==> src/hdl/saf_pkg.sv <==
// Shared types and constants for the sample average filter.
// Used by saf_ctrl, saf_dpath and sample_average_filter_core; no dependencies.
`default_nettype none

package saf_pkg;

   localparam int WINDOW_MAX = 16;
   localparam int POS_W      = (WINDOW_MAX > 1) ? $clog2(WINDOW_MAX) : 1;
   localparam int WIN_W      = 5;
   localparam int SAMPLE_W   = 16;
   localparam int COEF_W     = 8;
   localparam int NUM_COEF   = 16;
   localparam int PROD_W     = SAMPLE_W + COEF_W;
   localparam int CSUM_W     = COEF_W + $clog2(WINDOW_MAX + 1);
   localparam int ACC_W      = 32;
   localparam int CSR_IDX_W  = 4;
   localparam int CSR_DATA_W = 64;
   localparam int DIV_CNT_W  = $clog2(ACC_W);

   localparam logic [CSR_IDX_W-1:0] REG_WINDOW_LENGTH = 4'd0;
   localparam logic [CSR_IDX_W-1:0] REG_WEIGHTED_MODE = 4'd1;
   localparam logic [CSR_IDX_W-1:0] REG_COEF_LOW      = 4'd2;
   localparam logic [CSR_IDX_W-1:0] REG_COEF_HIGH     = 4'd3;
   localparam logic [CSR_IDX_W-1:0] REG_START_LEVEL   = 4'd4;
   localparam logic [CSR_IDX_W-1:0] REG_STOP_LEVEL    = 4'd5;

   localparam logic [ACC_W-1:0] START_LEVEL_RESET = 32'h4000_0000;
   localparam logic [ACC_W-1:0] STOP_LEVEL_RESET  = 32'h8000_0000;

   typedef struct packed {
      logic load_sample;
      logic cum_adjust;
      logic cum_add;
      logic plain_update;
      logic ring_write;
      logic mac_step;
      logic mac_drain;
      logic div_init;
      logic div_step;
      logic out_load;
   } saf_cmd_type;

   typedef struct packed {
      logic window_zero;
      logic weighted;
      logic mac_last;
      logic div_last;
      logic div_zero;
   } saf_status_type;

endpackage

`default_nettype wire

==> src/hdl/saf_ctrl.sv <==
// Sequencer for the sample average filter: steps one item through update
// (weighted pass in weighted mode) and serial divide. Depends on saf_pkg.
`default_nettype none

module saf_ctrl
   import saf_pkg::*;
(
   input  wire logic           clock,
   input  wire logic           reset,
   input  wire logic           req_valid,
   output logic                req_ready,
   output logic                rsp_valid,
   input  wire logic           rsp_ready,
   input  wire saf_status_type status,
   output saf_cmd_type         cmd
);

   typedef enum logic [3:0] {
      ST_IDLE,
      ST_CUM_ADJUST,
      ST_CUM_ADD,
      ST_PLAIN,
      ST_RING,
      ST_MAC,
      ST_DRAIN,
      ST_DIV_INIT,
      ST_DIV,
      ST_DONE
   } state_type;

   state_type state_ff, state_in;
   logic      rsp_valid_ff, rsp_valid_in;
   logic      out_free;

   assign out_free  = !rsp_valid_ff || rsp_ready;
   assign req_ready = (state_ff == ST_IDLE);
   assign rsp_valid = rsp_valid_ff;

   always_comb begin
      cmd          = '0;
      state_in     = state_ff;
      rsp_valid_in = rsp_valid_ff && !rsp_ready;
      unique case (state_ff)
         ST_IDLE: begin
            if (req_valid) begin
               cmd.load_sample = 1'b1;
               if (status.window_zero) begin
                  state_in = ST_CUM_ADJUST;
               end else if (status.weighted) begin
                  state_in = ST_RING;
               end else begin
                  state_in = ST_PLAIN;
               end
            end
         end
         ST_CUM_ADJUST: begin
            cmd.cum_adjust = 1'b1;
            state_in       = ST_CUM_ADD;
         end
         ST_CUM_ADD: begin
            cmd.cum_add = 1'b1;
            state_in    = ST_DIV_INIT;
         end
         ST_PLAIN: begin
            cmd.plain_update = 1'b1;
            state_in         = ST_DIV_INIT;
         end
         ST_RING: begin
            cmd.ring_write = 1'b1;
            state_in       = ST_MAC;
         end
         ST_MAC: begin
            cmd.mac_step = 1'b1;
            if (status.mac_last) begin
               state_in = ST_DRAIN;
            end
         end
         ST_DRAIN: begin
            cmd.mac_drain = 1'b1;
            state_in      = ST_DIV_INIT;
         end
         ST_DIV_INIT: begin
            cmd.div_init = 1'b1;
            // zero divisor needs no divide pass
            state_in = status.div_zero ? ST_DONE : ST_DIV;
         end
         ST_DIV: begin
            cmd.div_step = 1'b1;
            if (status.div_last) begin
               state_in = ST_DONE;
            end
         end
         ST_DONE: begin
            // hold until the output register is free
            if (out_free) begin
               cmd.out_load = 1'b1;
               rsp_valid_in = 1'b1;
               state_in     = ST_IDLE;
            end
         end
         default: state_in = ST_IDLE;
      endcase
   end

   always_ff @(posedge clock) begin
      if (reset) begin
         state_ff     <= ST_IDLE;
         rsp_valid_ff <= 1'b0;
      end else begin
         state_ff     <= state_in;
         rsp_valid_ff <= rsp_valid_in;
      end
   end

endmodule

`default_nettype wire

==> src/hdl/saf_dpath.sv <==
// Datapath of the sample average filter: configuration registers, sums,
// history ring, multiply-accumulate and restoring divider. Depends on saf_pkg.
`default_nettype none

module saf_dpath
   import saf_pkg::*;
(
   input  wire logic                  clock,
   input  wire logic                  reset,
   input  wire logic                  csr_we,
   input  wire logic [CSR_IDX_W-1:0]  csr_index,
   input  wire logic [CSR_DATA_W-1:0] csr_wdata,
   input  wire logic [SAMPLE_W-1:0]   req_sample,
   input  wire saf_cmd_type           cmd,
   output saf_status_type             status,
   output logic [SAMPLE_W-1:0]        rsp_average,
   output logic                       rsp_divide_error
);

   // configuration
   logic [WIN_W-1:0]        window_ff;
   logic                    weighted_ff;
   logic [CSR_DATA_W-1:0]   coef_low_ff, coef_high_ff;
   logic [ACC_W-1:0]        start_level_ff, stop_level_ff;

   // filter state
   logic [ACC_W-1:0]        sum_ff, sum_in;
   logic [ACC_W-1:0]        count_ff, count_in;
   logic [ACC_W-1:0]        snap_sum_ff, snap_sum_in;
   logic [ACC_W-1:0]        snap_count_ff, snap_count_in;
   logic [POS_W-1:0]        oldest_ff, oldest_in;
   logic [SAMPLE_W-1:0]     ring_ff [WINDOW_MAX];

   // working registers
   logic [SAMPLE_W-1:0]     sample_ff;
   logic [POS_W-1:0]        idx_ff;
   logic [POS_W-1:0]        k_ff;
   logic [PROD_W-1:0]       prod_ff;
   logic                    prod_valid_ff;
   logic [CSUM_W-1:0]       csum_ff;
   logic [ACC_W-1:0]        rem_ff;
   logic [ACC_W-1:0]        quo_ff;
   logic [ACC_W-1:0]        divisor_ff;
   logic [DIV_CNT_W-1:0]    div_cnt_ff;
   logic                    div_zero_ff;
   logic [SAMPLE_W-1:0]     average_ff;
   logic                    error_ff;

   logic                    reinit;
   logic [WIN_W-1:0]        win;
   logic [POS_W-1:0]        pos;
   logic [POS_W-1:0]        pos_next;
   logic [POS_W-1:0]        idx_next;
   logic [POS_W-1:0]        rd_addr;
   logic [SAMPLE_W-1:0]     rd_data;
   logic [2*CSR_DATA_W-1:0] coef_all;
   logic [COEF_W-1:0]       coef_k;
   logic [ACC_W-1:0]        divisor_sel;
   logic [ACC_W:0]          rem_shift;
   logic [ACC_W:0]          rem_diff;

   assign reinit = csr_we && (csr_index <= REG_STOP_LEVEL);
   assign win    = (window_ff > WIN_W'(WINDOW_MAX)) ? WIN_W'(WINDOW_MAX) : window_ff;

   // ring positions wrap at the effective window
   always_comb begin
      pos = ({1'b0, oldest_ff} >= win) ? '0 : oldest_ff;
      if (WIN_W'(pos) + WIN_W'(1) >= win) begin
         pos_next = '0;
      end else begin
         pos_next = pos + POS_W'(1);
      end
      if (WIN_W'(idx_ff) + WIN_W'(1) >= win) begin
         idx_next = '0;
      end else begin
         idx_next = idx_ff + POS_W'(1);
      end
   end

   assign rd_addr  = cmd.mac_step ? idx_ff : pos;
   assign rd_data  = ring_ff[rd_addr];
   assign coef_all = {coef_high_ff, coef_low_ff};
   assign coef_k   = coef_all[{k_ff, 3'b000} +: COEF_W];

   // weighting applies only with a nonzero window
   assign divisor_sel = (weighted_ff && (win != '0)) ? ACC_W'(csum_ff) : count_ff;

   assign rem_shift = {rem_ff, quo_ff[ACC_W-1]};
   assign rem_diff  = rem_shift - {1'b0, divisor_ff};

   assign status.window_zero = (win == '0);
   assign status.weighted    = weighted_ff;
   assign status.mac_last    = (WIN_W'(k_ff) == win - WIN_W'(1));
   assign status.div_last    = (div_cnt_ff == DIV_CNT_W'(ACC_W - 1));
   assign status.div_zero    = (divisor_sel == '0);

   assign rsp_average      = average_ff;
   assign rsp_divide_error = error_ff;

   always_ff @(posedge clock) begin
      if (reset) begin
         window_ff      <= '0;
         weighted_ff    <= 1'b0;
         coef_low_ff    <= '0;
         coef_high_ff   <= '0;
         start_level_ff <= START_LEVEL_RESET;
         stop_level_ff  <= STOP_LEVEL_RESET;
      end else if (csr_we) begin
         unique case (csr_index)
            REG_WINDOW_LENGTH: window_ff      <= csr_wdata[WIN_W-1:0];
            REG_WEIGHTED_MODE: weighted_ff    <= csr_wdata[0];
            REG_COEF_LOW:      coef_low_ff    <= csr_wdata;
            REG_COEF_HIGH:     coef_high_ff   <= csr_wdata;
            REG_START_LEVEL:   start_level_ff <= csr_wdata[ACC_W-1:0];
            REG_STOP_LEVEL:    stop_level_ff  <= csr_wdata[ACC_W-1:0];
            default: ;
         endcase
      end
   end

   // next values of the filter state
   always_comb begin
      sum_in        = sum_ff;
      count_in      = count_ff;
      snap_sum_in   = snap_sum_ff;
      snap_count_in = snap_count_ff;
      oldest_in     = oldest_ff;
      if (cmd.cum_adjust) begin
         // snapshot test first; subtract only when no snapshot is taken
         priority if (sum_ff >= start_level_ff && snap_sum_ff == '0) begin
            snap_sum_in   = sum_ff;
            snap_count_in = count_ff;
         end else if (sum_ff >= stop_level_ff) begin
            sum_in        = sum_ff - snap_sum_ff;
            count_in      = count_ff - snap_count_ff;
            snap_sum_in   = '0;
            snap_count_in = '0;
         end else begin
         end
      end
      if (cmd.cum_add) begin
         sum_in   = sum_ff + ACC_W'(sample_ff);
         count_in = count_ff + ACC_W'(1);
      end
      if (cmd.plain_update) begin
         sum_in    = sum_ff + ACC_W'(sample_ff) - ACC_W'(rd_data);
         oldest_in = pos_next;
         if (count_ff < ACC_W'(win)) begin
            count_in = count_ff + ACC_W'(1);
         end
      end
      if (cmd.ring_write) begin
         sum_in    = '0;
         oldest_in = pos_next;
      end
      if (cmd.mac_step && prod_valid_ff) begin
         sum_in = sum_ff + ACC_W'(prod_ff);
      end
      if (cmd.mac_drain) begin
         sum_in = sum_ff + ACC_W'(prod_ff);
      end
   end

   always_ff @(posedge clock) begin
      if (reset || reinit) begin
         sum_ff        <= '0;
         count_ff      <= '0;
         snap_sum_ff   <= '0;
         snap_count_ff <= '0;
         oldest_ff     <= '0;
         for (int i = 0; i < WINDOW_MAX; i++) begin
            ring_ff[i] <= '0;
         end
      end else begin
         sum_ff        <= sum_in;
         count_ff      <= count_in;
         snap_sum_ff   <= snap_sum_in;
         snap_count_ff <= snap_count_in;
         oldest_ff     <= oldest_in;
         if (cmd.plain_update || cmd.ring_write) begin
            ring_ff[pos] <= sample_ff;
         end
      end
   end

   // item latch, weighted pass and divider
   always_ff @(posedge clock) begin
      if (cmd.load_sample) begin
         sample_ff <= req_sample;
      end
      if (cmd.ring_write) begin
         idx_ff        <= pos_next;
         k_ff          <= '0;
         csum_ff       <= '0;
         prod_valid_ff <= 1'b0;
      end
      if (cmd.mac_step) begin
         prod_ff       <= rd_data * coef_k;
         prod_valid_ff <= 1'b1;
         csum_ff       <= csum_ff + CSUM_W'(coef_k);
         k_ff          <= k_ff + POS_W'(1);
         idx_ff        <= idx_next;
      end
      if (cmd.div_init) begin
         divisor_ff  <= divisor_sel;
         quo_ff      <= sum_ff;
         rem_ff      <= '0;
         div_cnt_ff  <= '0;
         div_zero_ff <= (divisor_sel == '0);
      end
      if (cmd.div_step) begin
         div_cnt_ff <= div_cnt_ff + DIV_CNT_W'(1);
         if (!rem_diff[ACC_W]) begin
            rem_ff <= rem_diff[ACC_W-1:0];
            quo_ff <= {quo_ff[ACC_W-2:0], 1'b1};
         end else begin
            rem_ff <= rem_shift[ACC_W-1:0];
            quo_ff <= {quo_ff[ACC_W-2:0], 1'b0};
         end
      end
      if (cmd.out_load) begin
         average_ff <= div_zero_ff ? '0 : quo_ff[SAMPLE_W-1:0];
         error_ff   <= div_zero_ff;
      end
   end

endmodule

`default_nettype wire

==> src/hdl/sample_average_filter_core.sv <==
// Top level of the sample average filter: joins the sequencer and datapath.
// Depends on saf_pkg, saf_ctrl and saf_dpath.
//
//   port group | direction | contents
//   req_       | in        | sample (16 bits), valid/ready
//   rsp_       | out       | average (16 bits), divide_error, valid/ready
//   csr_       | in        | we, index (4 bits), wdata (64 bits)
//
// An item is accepted and then updated: cumulative mode adjusts and adds,
// plain mode updates sum and ring, weighted mode writes the ring and does one
// multiply per window entry. Then come divide setup, the bit-serial restoring
// divider (skipped on a zero divisor) and the load of the output register.
// Reset and any write to a known register clear sums, snapshots and the ring.
// A pending result in the output register does not block the next accept.
`default_nettype none

module sample_average_filter_core
   import saf_pkg::*;
(
   input  wire logic                  clock,
   input  wire logic                  reset,
   input  wire logic                  req_valid,
   output logic                       req_ready,
   input  wire logic [SAMPLE_W-1:0]   req_sample,
   output logic                       rsp_valid,
   input  wire logic                  rsp_ready,
   output logic [SAMPLE_W-1:0]        rsp_average,
   output logic                       rsp_divide_error,
   input  wire logic                  csr_we,
   input  wire logic [CSR_IDX_W-1:0]  csr_index,
   input  wire logic [CSR_DATA_W-1:0] csr_wdata
);

   saf_cmd_type    cmd;
   saf_status_type status;

   saf_ctrl u_ctrl (
      .clock     (clock),
      .reset     (reset),
      .req_valid (req_valid),
      .req_ready (req_ready),
      .rsp_valid (rsp_valid),
      .rsp_ready (rsp_ready),
      .status    (status),
      .cmd       (cmd)
   );

   saf_dpath u_dpath (
      .clock            (clock),
      .reset            (reset),
      .csr_we           (csr_we),
      .csr_index        (csr_index),
      .csr_wdata        (csr_wdata),
      .req_sample       (req_sample),
      .cmd              (cmd),
      .status           (status),
      .rsp_average      (rsp_average),
      .rsp_divide_error (rsp_divide_error)
   );

endmodule

`default_nettype wire
==> config.mk <==
export PLATFORM = sky130hd
export DESIGN_NAME = sample_average_filter_core
export DESIGN_NICKNAME = d
export VERILOG_FILES = /design/src/hdl/saf_pkg.sv /design/src/hdl/saf_ctrl.sv /design/src/hdl/saf_dpath.sv /design/src/hdl/sample_average_filter_core.sv
export SDC_FILE = /design/constraint.sdc
export NUM_CORES = 2
export LEC_CHECK = 0
export BUFFER_PORTS_ARGS = -buffer_cell sky130_fd_sc_hd__buf_2
export CORE_ASPECT_RATIO = 0.5
export CORE_MARGIN = 1
export CORE_UTILIZATION = 50
export CTS_BUF_LIST = sky130_fd_sc_hd__clkbuf_4 sky130_fd_sc_hd__clkbuf_8 sky130_fd_sc_hd__clkbuf_16
export DETAILED_ROUTE_END_ITERATION = 10
export PLACE_DENSITY = 0.68
export RECOVER_POWER = 100
export SYNTH_ARGS = -nofsm -noshare
export SYNTH_HDL_FRONTEND = slang
export SYNTH_SLANG_ARGS = --single-unit
==> constraint.sdc <==
create_clock -name clock -period 27.2 [get_ports clock]
set_clock_uncertainty 0.15 [all_clocks]
set_input_delay 4.08 -clock clock [delete_from_list [all_inputs] [get_ports clock]]
set_output_delay 4.08 -clock clock [all_outputs]
set_load 0.01 [all_outputs]
==> summary.md <==
| Metric | Value |
|---|---|
| Outcome | `finished with violations` |
| Failing checks | `max-capacitance violations, max-slew violations` |
| Rows | `79` |
| Gr ovfl total | `0` |
| Flops & latches, synth | `772` |
| Hold EP | `u_dpath.coef_high_ff[29]$_SDFFE_PP0P_` |
| Die ar. | `0.0970 mm^2` |
| Wire per inst | `20.9 um` |
| Hold path startpoint | `u_dpath.coef_high_ff[29]$_SDFFE_PP0P_` |
| Worst R2R Setup Slack | `between 10 and 15 ns` |
| Setup CP Type | `reg2reg` |
| CP required | `around 27 ns` |
| Worst Hold Class | `reg2reg` |
| Async SR Flop Fraction | `0` |
| Utilization of the core after routing | `0.555` |
| Top cells by area, synth | `edfxtp_1, dfxtp_1, nand2_1` |
| Largest net degree at the start of global routing | `112` |
| Setup TNS | `0 ns` |
| GRT Util Overall | `0.289` |
| Post-synth cell types | `97` |
| Layout cell share with drive strength beyond 1 | `0.0663` |
| Warnings, synthesis | `0` |
| DRC viols | `0` |
| Remaining antenna violation count after routing | `0` |
| Drt initial violations | `3732` |
| RSZ-0062 raised after global routing | `no` |
| Hold path cells | `2` |
| First drt pass iteration count | `6` |
| Storage cell area | `0.0198 mm^2` |
| Most frequent CP cell | `fa_1` |
| Post-CTS Resized | `0` |
| Yosys top cell by area | `edfxtp_1` |
| Ant diodes | `0` |
| Final setup vio count | `0` |
| Fmax | `66.2 MHz` |
| # hold bufs at CTS | `0` |
| Pre-CTS setup slack | `16.74 ns` |
| Final period util | `0.555` |
| Worst skew pair latency | `0.68 ns` |
| Fin crit period | `15.10 ns` |
| Final setup margin | `12.10 ns` |
| I/O Buffers | `roughly 110` |
| CP bufs+invs | `5` |
| GPL Wtd Cong | `around 0.97` |
| Slew HR | `-2.26` |
| Reg2reg path depth | `31` |
| Post-Synthesis Cells | `around 5500` |
| CTS buffer count | `76` |
| Avg Vias per Cell | `just under 6` |
| CP arrival | `around 15 ns` |
| Post-DP HPWL | `99100 um` |
| CTS H-tree lvls | `3` |
| Vias in the first global route | `around 38000` |
| Max Root-Sink Buffers | `3` |
| Post CTS Setup Buffer Count | `0` |
| Post-Syn Area | `0.0478 mm^2` |
| Reg2reg start | `u_ctrl.state_ff[3]$_SDFFE_PP0P_` |
| Critical path's slowest cell | `clkbuf_1` |
| VDD IR max | `between 0.06 and 0.07 mV` |
| Synth Net Count | `~5900` |
| Starting Density | `0.510` |
| Mapped Avg Cell Area | `8.76 um^2` |
| Core area | `0.0938 mm^2` |
| Area of the multi-input gates | `around 0.026 mm^2` |
| CP Max Fanout | `100` |
| Design Power | `between 4 and 5 mW` |
| Ys flop type | `edfxtp_1` |
| Tightest Pin Transition | `4.90 ns` |
| Sink Count | `772` |
| Root buf cell | `clkbuf_16` |
| Reg2reg end | `u_dpath.prod_ff[23]$_DFFE_PP_` |
| Initial antenna violation count | `3` |
| Number of fill cells in the layout | `approximately 8400` |
| First-pass GRT wire length | `between 200000 and 250000 um` |
| PwrDens | `91.4 mW/mm^2` |
| Crit path capture type | `register` |
| Die height | `221 um` |
| Fin. Hold Viols | `0` |
| Leak | `between 20 and 25 nW` |
| Syn-to-layout area delta | `8.83%` |
| Layout Nets | `5916` |
| Final Max Tran Viols | `925` |
| Post-synth top area share | `0.274` |
| Max_cap viols | `19` |
| Slowest stage delay, CP | `3.38 ns` |
| Io pins | `108` |
| CP top delay family | `buffers and inverters` |
| Routed WL | `141000 um` |
| Routed vias | `39600` |
| Seq/Total Area, Yosys | `0.414` |
| Die width | `439 um` |
| Reg clk slew, reported paths | `0.06 ns` |
| CTS tree | `built` |
| Critical Path Source Type | `register` |
| Post-synth EDFFs | `436` |
flip-flops by register name, indices dropped and copies added (netlist names), 5 cells and up:
| register | cells |
|---|---|
| u_dpath.sample_ff | 16 |
| u_dpath.snap_sum_ff | 32 |
| u_dpath.stop_level_ff | 32 |
| u_dpath.quo_ff | 32 |
| u_dpath.div_cnt_ff | 5 |
| u_dpath.rsp_average | 16 |
| u_dpath.prod_ff | 24 |
| u_dpath.coef_high_ff | 64 |
| u_dpath.coef_low_ff | 64 |
| u_dpath.divisor_ff | 32 |
| u_dpath.ring_ff | 256 |
| u_dpath.count_ff | 32 |
| u_dpath.sum_ff | 32 |
| u_dpath.window_ff | 5 |
| u_dpath.snap_count_ff | 32 |
| u_dpath.csum_ff | 13 |
| u_dpath.rem_ff | 32 |
| u_dpath.start_level_ff | 32 |
metal layers:
metal	GRT usage	share of wire	vias up
met5	0	0.000085	-
met4	0.114	0.040	2
met3	0.0553	0.081	283
met2	0.455	0.44	1430
met1	0.394	0.44	19100
li1	-	-	18800
worst reg2reg max path: cells and delay by family, from the launching register on:
kind	cells	cell delay (ns)
xor gates and xnor gates	1	0.10
DFF	1	0.67
and+or+nand+nor	8	3.94
adders and majority gates	5	2.27
AOI/OAI and AO/OA	12	2.82
buffers and inverters	5	4.91
logic make-up after synthesis:
family,after synthesis,share of synthesized area
and+or+nand+nor,2298,0.220
DFF,772,0.414
adders and majority gates,384,0.115
xor gates and xnor gates,180,0.0331
buffers and inverters,624,0.0495
AOI/OAI and AO/OA,1113,0.142
muxes,87,0.0269
report_power, final:
group	internal [mW]	total [mW]	leakage (nW)	switching, mW
Sequential	1.32	1.46	7.08	0.139
Clock	0.669	1.16	1.34	0.490
Combinational	0.830	2.13	12.2	1.30
Total	2.82	4.75	20.7	1.93
cells in the final DEF, fill, tap and decap left out, types with 13 or more instances in the layout:
cell / Yosys / layout
o21ai_0: 185 / 191
o21a_1: 29 / 29
clkbuf_1: 271 / 61
nor3_1: 61 / 60
clkinv_2: 0 / 14
dfxtp_1: 336 / 336
bufinv_16: 0 / 13
buf_2: 7 / 86
nand4_1: 27 / 27
xor2_1: 55 / 55
clkbuf_4: 0 / 15
a22oi_1: 41 / 41
nor4_1: 32 / 32
a211oi_1: 35 / 34
or2_2: 19 / 17
clkbuf_16: 0 / 77
a31oi_1: 29 / 29
a21o_1: 83 / 83
nand2_1: 1007 / 1007
xnor2_1: 124 / 124
o211ai_1: 33 / 34
nand3_1: 218 / 217
and3_1: 38 / 37
and2_0: 0 / 140
nor2_1: 435 / 433
nand2b_1: 62 / 62
nor2b_1: 56 / 56
and2_1: 292 / 152
a21oi_1: 491 / 490
mux4_2: 32 / 32
o21ai_1: 29 / 23
ha_1: 293 / 293
buf_4: 1 / 55
fa_1: 91 / 91
inv_1: 328 / 327
edfxtp_1: 436 / 436
or3_1: 15 / 15
mux2i_1: 45 / 45
Yosys cell counts, types with 10 or more instances:
master and count:
nand2_1 1007, a21oi_1 491, edfxtp_1 436, nor2_1 435, dfxtp_1 336, inv_1 328, ha_1 293, and2_1 292
clkbuf_1 271, nand3_1 218, o21ai_0 185, xnor2_1 124, fa_1 91, a21o_1 83, nand2b_1 62, nor3_1 61
nor2b_1 56, xor2_1 55, mux2i_1 45, a22oi_1 41, and3_1 38, a211oi_1 35, o211ai_1 33, mux4_2 32
nor4_1 32, a31oi_1 29, o21a_1 29, o21ai_1 29, nand4_1 27, or2_2 19, or3_1 15, buf_1 14
o21bai_1 12, o22ai_1 11, o31ai_1 11, a21boi_0 10
layout make-up:
type | instances | area share
clock inverters | 45 | 0.0123
clock buffers | 93 | 0.0395
inverters | 329 | 0.0238
well taps | 1255 | 0.0302
repair buffers | 202 | 0.0206
multi-input cells | 4062 | 0.493
flip-flops and latches | 772 | 0.381
worst max path at each step:
| stage | start | end | slack [ns] | depth (start not counted) |
|---|---|---|---|---|
| detailed placement | u_dpath.window_ff[4]$_SDFFE_PP0P_ | u_dpath.prod_ff[23]$_DFFE_PP_ | 16.74 | 34 |
| global placement | u_dpath.window_ff[4]$_SDFFE_PP0P_ | u_dpath.prod_ff[23]$_DFFE_PP_ | 16.93 | 34 |
| global route | u_ctrl.state_ff[3]$_SDFFE_PP0P_ | u_dpath.prod_ff[23]$_DFFE_PP_ | 11.05 | 31 |
| CTS | u_dpath.window_ff[4]$_SDFFE_PP0P_ | u_dpath.prod_ff[23]$_DFFE_PP_ | 16.72 | 34 |
| finish | u_ctrl.state_ff[3]$_SDFFE_PP0P_ | u_dpath.prod_ff[23]$_DFFE_PP_ | 12.10 | 31 |
| floorplan | u_dpath.window_ff[4]$_SDFFE_PP0P_ | u_dpath.prod_ff[23]$_DFFE_PP_ | 18.45 | 38 |
metrics by stage:
step | cells | cell area, um^2 | hold WS [ns]
2_1_floorplan | 5458 | 47800 | 0.283
3_3_place_gp | 6620 | 49700 | 0.288
3_5_place_dp | 6620 | 49700 | 0.296
4_1_cts | 6758 | 52400 | 0.305
5_1_grt | 6758 | 52000 | 0.322
6_report | 6758 | 52000 | 0.303
(Power assumes the default switching activity.)
